--- config.mk ---
export PLATFORM = sky130hd
export DESIGN_NAME = vrb_ctrl
export DESIGN_NICKNAME = d
export VERILOG_FILES = /design/src/rtl/core/assert_macros.svh /design/src/rtl/core/vrb_pkg.sv /design/src/rtl/core/vrb_ctrl.sv
export SDC_FILE = /design/constraint.sdc
export NUM_CORES = 1
export LEC_CHECK = 0
export BUFFER_PORTS_ARGS = -buffer_cell sky130_fd_sc_hd__buf_2
export CAP_MARGIN = 20
export CORE_AREA = 2 2 39 41
export CTS_CLUSTER_DIAMETER = 30
export DETAILED_ROUTE_END_ITERATION = 8
export DIE_AREA = 0 0 41 43
export GPL_ROUTABILITY_DRIVEN = 0
export GPL_TIMING_DRIVEN = 1
export PLACE_DENSITY = 0.58
export SYNTH_ARGS = -nofsm -noshare
export SYNTH_HDL_FRONTEND = slang
export SYNTH_SLANG_ARGS = --single-unit
--- constraint.sdc ---
create_clock -name i_clk -period 2.45 [get_ports i_clk]
set_input_delay 0.49 -clock i_clk [delete_from_list [all_inputs] [get_ports i_clk]]
set_output_delay 0.49 -clock i_clk [all_outputs]
set_load 0.02 [all_outputs]
--- src/rtl/core/assert_macros.svh ---
// Assertion macros for the ring buffer RTL.
`ifndef ASSERT_MACROS_SVH
`define ASSERT_MACROS_SVH
`ifndef SYNTHESIS
`define VRB_ASSERT(label, clk, rst_n, prop) \
    label: assert property (@(posedge clk) disable iff (!rst_n) (prop)) \
        else $error("vrb assertion failed");
`define VRB_ASSERT_IMP(label, clk, rst_n, pre, post) \
    label: assert property (@(posedge clk) disable iff (!rst_n) (pre) |-> (post)) \
        else $error("vrb implication failed");
`else
`define VRB_ASSERT(label, clk, rst_n, prop)
`define VRB_ASSERT_IMP(label, clk, rst_n, pre, post)
`endif
`endif

--- src/rtl/core/vrb_pkg.sv ---
// Package with sizes, codes, types and helpers of the record ring buffer.
package vrb_pkg;
    localparam int RING_BYTES = 4096;
    localparam int PTR_W  = $clog2(RING_BYTES);
    localparam int USED_W = $clog2(RING_BYTES + 1);
    localparam int CNT_W  = $clog2(RING_BYTES / 2 + 1);
    localparam int CMD_W  = 3;
    localparam int LEN_W  = 16;
    localparam int ROOM_W = 17;
    localparam int BYTE_W = 8;
    localparam int STAT_W = 3;
    localparam int DROP_W = 12;
    localparam int HELD_W = 12;
    localparam int SUM_W  = LEN_W + 2;

    typedef enum logic [CMD_W-1:0] {
        CMD_PUSH_BEGIN = 3'd0,
        CMD_PUSH_BYTE  = 3'd1,
        CMD_POP        = 3'd2,
        CMD_PEEK_BEGIN = 3'd3,
        CMD_PEEK_BYTE  = 3'd4
    } t_cmd;

    typedef enum logic [STAT_W-1:0] {
        ST_OK       = 3'd0,
        ST_TOO_LONG = 3'd1,
        ST_EMPTY    = 3'd2,
        ST_SMALL    = 3'd3,
        ST_SEQ      = 3'd4
    } t_status;

    typedef enum logic [3:0] {
        DP_NOP,
        DP_SEQ,
        DP_TOO_LONG,
        DP_EMPTY,
        DP_HDR_LO,
        DP_HDR_HI,
        DP_PUSH_BYTE,
        DP_RD_HEAD0,
        DP_RD_HEAD1,
        DP_EVICT,
        DP_POP,
        DP_PEEK_CHK,
        DP_RD_BYTE,
        DP_TAKE_BYTE
    } t_dp_op;

    typedef struct packed {
        logic   latch_in;
        logic   load_out;
        t_dp_op op;
    } t_dp_cmd;

    typedef struct packed {
        t_cmd cmd;
        logic push_open;
        logic read_pend;
        logic empty;
        logic too_long;
        logic need_evict;
    } t_dp_status;

    typedef struct packed {
        logic [CMD_W-1:0]  command;
        logic [LEN_W-1:0]  record_length;
        logic [ROOM_W-1:0] dest_room;
        logic [BYTE_W-1:0] data_byte;
    } t_item;

    typedef struct packed {
        logic [STAT_W-1:0] status;
        logic [DROP_W-1:0] dropped_count;
        logic [LEN_W-1:0]  head_length;
        logic [BYTE_W-1:0] data_out;
        logic              last_byte;
        logic [HELD_W-1:0] records_held;
    } t_result;

    // ptr + inc modulo ring size; inc never exceeds the ring size
    function automatic logic [PTR_W-1:0] wrap_add(input logic [PTR_W-1:0] ptr,
                                                  input logic [SUM_W-1:0] inc);
        logic [SUM_W-1:0] s;
        s = SUM_W'(ptr) + inc;
        if (s >= SUM_W'(RING_BYTES)) begin
            s = s - SUM_W'(RING_BYTES);
        end
        return s[PTR_W-1:0];
    endfunction
endpackage

--- src/rtl/core/vrb_ctrl.sv ---
// Controller: sequences each item through the datapath and owns the handshakes.
module vrb_ctrl (
    input  logic                i_clk,
    input  logic                i_rst_n,
    input  logic                i_in_valid,
    output logic                o_in_ready,
    output logic                o_out_valid,
    input  logic                i_out_ready,
    input  vrb_pkg::t_dp_status i_status,
    output vrb_pkg::t_dp_cmd    o_cmd
);
    import vrb_pkg::*;

    typedef enum logic [2:0] {
        S_IDLE,
        S_DECODE,
        S_HDR_HI,
        S_HRD1,
        S_HDR,
        S_TAKE,
        S_DONE
    } t_state;

    t_state r_state, n_state;
    logic   r_out_valid;

    assign o_in_ready  = r_state == S_IDLE;
    assign o_out_valid = r_out_valid;

    always_comb begin
        n_state        = r_state;
        o_cmd.latch_in = 1'b0;
        o_cmd.load_out = 1'b0;
        o_cmd.op       = DP_NOP;
        unique case (r_state)
            S_IDLE: begin
                if (i_in_valid) begin
                    o_cmd.latch_in = 1'b1;
                    n_state        = S_DECODE;
                end
            end
            S_DECODE: begin
                n_state = S_DONE;
                unique case (i_status.cmd)
                    CMD_PUSH_BEGIN: begin
                        if (i_status.push_open) begin
                            o_cmd.op = DP_SEQ;
                        end else if (i_status.too_long) begin
                            o_cmd.op = DP_TOO_LONG;
                        end else if (i_status.need_evict) begin
                            o_cmd.op = DP_RD_HEAD0;
                            n_state  = S_HRD1;
                        end else begin
                            o_cmd.op = DP_HDR_LO;
                            n_state  = S_HDR_HI;
                        end
                    end
                    CMD_PUSH_BYTE: begin
                        o_cmd.op = i_status.push_open ? DP_PUSH_BYTE : DP_SEQ;
                    end
                    CMD_POP, CMD_PEEK_BEGIN: begin
                        if (i_status.empty) begin
                            o_cmd.op = DP_EMPTY;
                        end else begin
                            o_cmd.op = DP_RD_HEAD0;
                            n_state  = S_HRD1;
                        end
                    end
                    CMD_PEEK_BYTE: begin
                        if (i_status.read_pend) begin
                            o_cmd.op = DP_RD_BYTE;
                            n_state  = S_TAKE;
                        end else begin
                            o_cmd.op = DP_SEQ;
                        end
                    end
                    default: o_cmd.op = DP_SEQ;
                endcase
            end
            S_HDR_HI: begin
                o_cmd.op = DP_HDR_HI;
                n_state  = S_DONE;
            end
            S_HRD1: begin
                o_cmd.op = DP_RD_HEAD1;
                n_state  = S_HDR;
            end
            S_HDR: begin
                unique case (i_status.cmd)
                    CMD_PUSH_BEGIN: begin
                        o_cmd.op = DP_EVICT;
                        n_state  = S_DECODE;
                    end
                    CMD_POP: begin
                        o_cmd.op = DP_POP;
                        n_state  = S_DONE;
                    end
                    default: begin
                        o_cmd.op = DP_PEEK_CHK;
                        n_state  = S_DONE;
                    end
                endcase
            end
            S_TAKE: begin
                o_cmd.op = DP_TAKE_BYTE;
                n_state  = S_DONE;
            end
            S_DONE: begin
                if (!r_out_valid || i_out_ready) begin
                    o_cmd.load_out = 1'b1;
                    n_state        = S_IDLE;
                end
            end
            default: n_state = S_IDLE;
        endcase
    end

    always_ff @(posedge i_clk) begin
        if (!i_rst_n) begin
            r_state     <= S_IDLE;
            r_out_valid <= 1'b0;
        end else begin
            r_state <= n_state;
            if (o_cmd.load_out) begin
                r_out_valid <= 1'b1;
            end else if (i_out_ready) begin
                r_out_valid <= 1'b0;
            end
        end
    end
endmodule

* Yosys cells after proc, flatten, opt, wreduce, memory -nomap -nowiden
Index checks and enable logic that the tools add are counted.
** Word-level totals
- Register bits after elaboration :: 4
- Output and inout bits :: 8
** Operators by class
- Equality and inequality tests :: 12
- Multiplexer cells :: 25
- Reductions and logical operators :: 8
** Operators with widths (number)
- 3-bit 2-to-1 mux :: 10
- 4-bit case mux with 5 select lines :: 1
- 3-bit case mux with 6 select lines :: 1
- 4-bit case mux with 4 select lines :: 1
- 3-bit by 2-bit == test with 1-bit output (second input constant) :: 4
- 3-bit == test (second input constant) :: 4
- 3-bit case mux with 3 select lines :: 1
- 1-bit 2-to-1 mux :: 7
- 3-bit by 1-bit == test with 1-bit output (second input constant) :: 2
- 3-bit logical NOT :: 2
- 2-bit 2-to-1 mux :: 2
- 4-bit 2-to-1 mux :: 1
- 2-bit inequality test (second input constant) :: 2
- 2-bit case mux with 2 select lines :: 1
- 2-bit OR reduction :: 2
- 2-bit AND reduction :: 1
- 2-bit nonzero test :: 1
- 1-bit logical NOT :: 1
- 1-bit logical OR :: 1

* Logic depth before layout (Yosys ltp)
- Word-level depth :: 5
- Gate-level depth with buffers :: 5
- Mapped depth without buffers :: 4

* Worst setup path after synthesis
OpenSTA, ideal clock, no wires.
- Path type :: input to output
- From :: input i_status[5] in the netlist's numbering
- To :: output o_cmd[3] in the netlist's numbering
- Arrival time :: 1602 ps
- Required time :: 1960 ps
- Slack :: 358 ps
- Cell stages on the path :: 4
- Buffers on the path :: 1
- Cells stage by stage :: clkbuf_1 > nor3_1 > o21ai_0 > a21boi_0
** RTL lines
- start, declared :: RTL line vrb_ctrl.sv:9 : input vrb_pkg::t_dp_status i_status,
- end, declared :: RTL line vrb_ctrl.sv:10 : output vrb_pkg::t_dp_cmd o_cmd

==> results.toml <==
[global_route]
track_usage_pct = 13.73
grt_max_degree = 12
grt-ovfl-total = 0
grt_first_pass_wirelength_um = 1697
grt_pass1_vias = 428
antenna_found_initial = 0

[synthesis]
ys_ff_latch = 4
yosysTopAreaCell = "dfxtp_1"
synth_cell_types = 31
synth_cells = 65
netlist_top_cells_area = "dfxtp_1, nor2_1, a21oi_1, nand2b_1, nor2b_1"
yosys_warnings = 0
synth_edf_count = 0
synth_ff_type = "dfxtp_1"
synthArstFlopShare_pct = 0
ys_seq_area_share_pct = 18.39
yosys.area.top_type_share_pct = 18.39
syn_area_sq_um = 435.4
synth_fp_nets = 77
postSynthAreaPerCell_sq_um = 6.699

[critical_path]
required_ns = 1.96
worstSetupStartpointType = "input port"
cp.arrival_ns = 1.71
critPathMaxFanout = 11
crit_type = "input port to output port"
r2r_slack_ns = 1.01
critPathCaptureType = "output port"

[timing]
period_minus_slack_ns = 2.201
drv_slew = 0
max_freq_mhz = 454.3
hold_viol_final = 0
fin_crit_sh_pct = 89.84
rsz0062_at_grt = "no"
fin_worst_skew_ns = 0.002198
finalSetupViolCount = 0
timing.setup.tns_ns = 0
worstMarginPinSlew_ns = 0.3680
max-slew-margin-rel_pct = 75.43

[floorplanning]
fp.coreArea_sq_um = 1384
floorplan.initialDensity_pct = 31.46
row_count = 14
dieArea_sq_um = 1763
die_w_um = 41
dieHeight_um = 43
num_io_pins = 20

[clocking]
cts_sinks = 4
clockBufferDepth = 2
cts_hold_buf = 0
clk_latency_ns = 0.24
h-tree-depth = 1
ctsRootBufferMaster = "clkbuf_4"
path_clk_slew_ns = 0.04
cts_buffers = 3
cts_resized = 0
tritoncts = "yes"
postCtsSetupBuffers = 0

[routing]
via_count = 525
wirelength_um = 1088
drc_errors = 0
wl_per_cell_um = 10.99
drt_iter0_drc = 5
dr.pass1.iters = 2
vias_per_cell = 5.303
antenna_left = 0

[finish]
antenna_cells = 0
fin_nets = 97
final_common_cell = "buf_2"
design_area_sq_um = 559.3
area_growth_pct = 28.45
final_cell_mix = "buf_2, nor2_1, a21oi_1"
drive_above_1_share_pct = 28.92
n_fill_cell = 160

[power]
totalPowerFinal_mw = 0.5585
power_density_nw_per_um2 = 998.7
p_leak_nw = 0.2440
peakVddDrop_v = 0.0003410

[place]
portBuffers = 19
hpwl_um = 842.4
dpl_cell_area_sq_um = 536.8

[hold_path]
hold_class = "input port to flop"

[outcome]
outcome = "finished, final reports clean"

[flow_run]
cap_violations = 0
path summary, 6_finish.rpt:
check | endpoint | startpoint | cells past startpoint
max | o_cmd[2] | i_status[7] | 6
min | o_out_valid | i_rst_n | 2
max reg2reg | r_state[2] | r_state[0] | 3
min reg2reg | o_out_valid | o_out_valid | 3
stage by stage:
step,hold slack (ns),setup WS (ns),cells,utilization (%)
CTS,0.5004,0.2435,99,40.42
detailed placement,0.6009,0.2443,96,38.79
floorplan,0.5829,0.3578,65,-
global placement,0.5964,0.2601,96,38.79
global route,0.5052,0.1763,99,40.42
finish,0.5041,0.2488,99,40.42
layout make-up:
cell class	instances	area (sq um)	area share, %
multi-input combinational	54	326.6	58.39
timing repair buffer	20	102.6	18.34
sequential	4	80.08	14.32
clock buffer	3	22.52	4.027
tap	16	20.02	3.579
inverter	2	7.507	1.342
worst max-delay path: stages:
cell,delay (ns)
buf_2,0.16
or4_1,0.57
nor2_1,0.14
nor4_1,0.06
o22ai_1,0.11
buf_2,0.18
report_power, final:
group / switching, mW / total [mW] / internal [mW]
Sequential: 0.0509 / 0.138 / 0.0875
Clock: 0.0289 / 0.0838 / 0.0549
Combinational: 0.194 / 0.336 / 0.143
Total: 0.273 / 0.559 / 0.285
synthesized netlist by cell type, drive strengths merged, types with 2 or more instances:
cell type,n
nand2b,4
a21oi,5
inv,2
nor2,7
nand3b,2
buf,2
clkbuf,3
a21boi,2
o31ai,2
dfxtp,4
nand2,3
or3,2
o22ai,2
nor4,2
nor3,3
and2,2
o21ai,3
nor2b,3
cells by family after synthesis:
kind of cell	Yosys count	share of synthesized area (%)
buf+inv	7	6.610
compound gates	21	31.90
simple gates	33	43.10
flops	4	18.39
registers in the layout, indices dropped and copies added (netlist names):
register,cells
r_state,3
o_out_valid,1
per-layer routing:
layer	global-route usage (%)	up-vias	wire, um
li1	-	278	-
met1	17.57	230	538
met2	20.94	17	471
met3	3.141	0	78
met4	6.000	0	0
met5	0	-	0
Note: power is estimated with default switching activity, not from simulation.
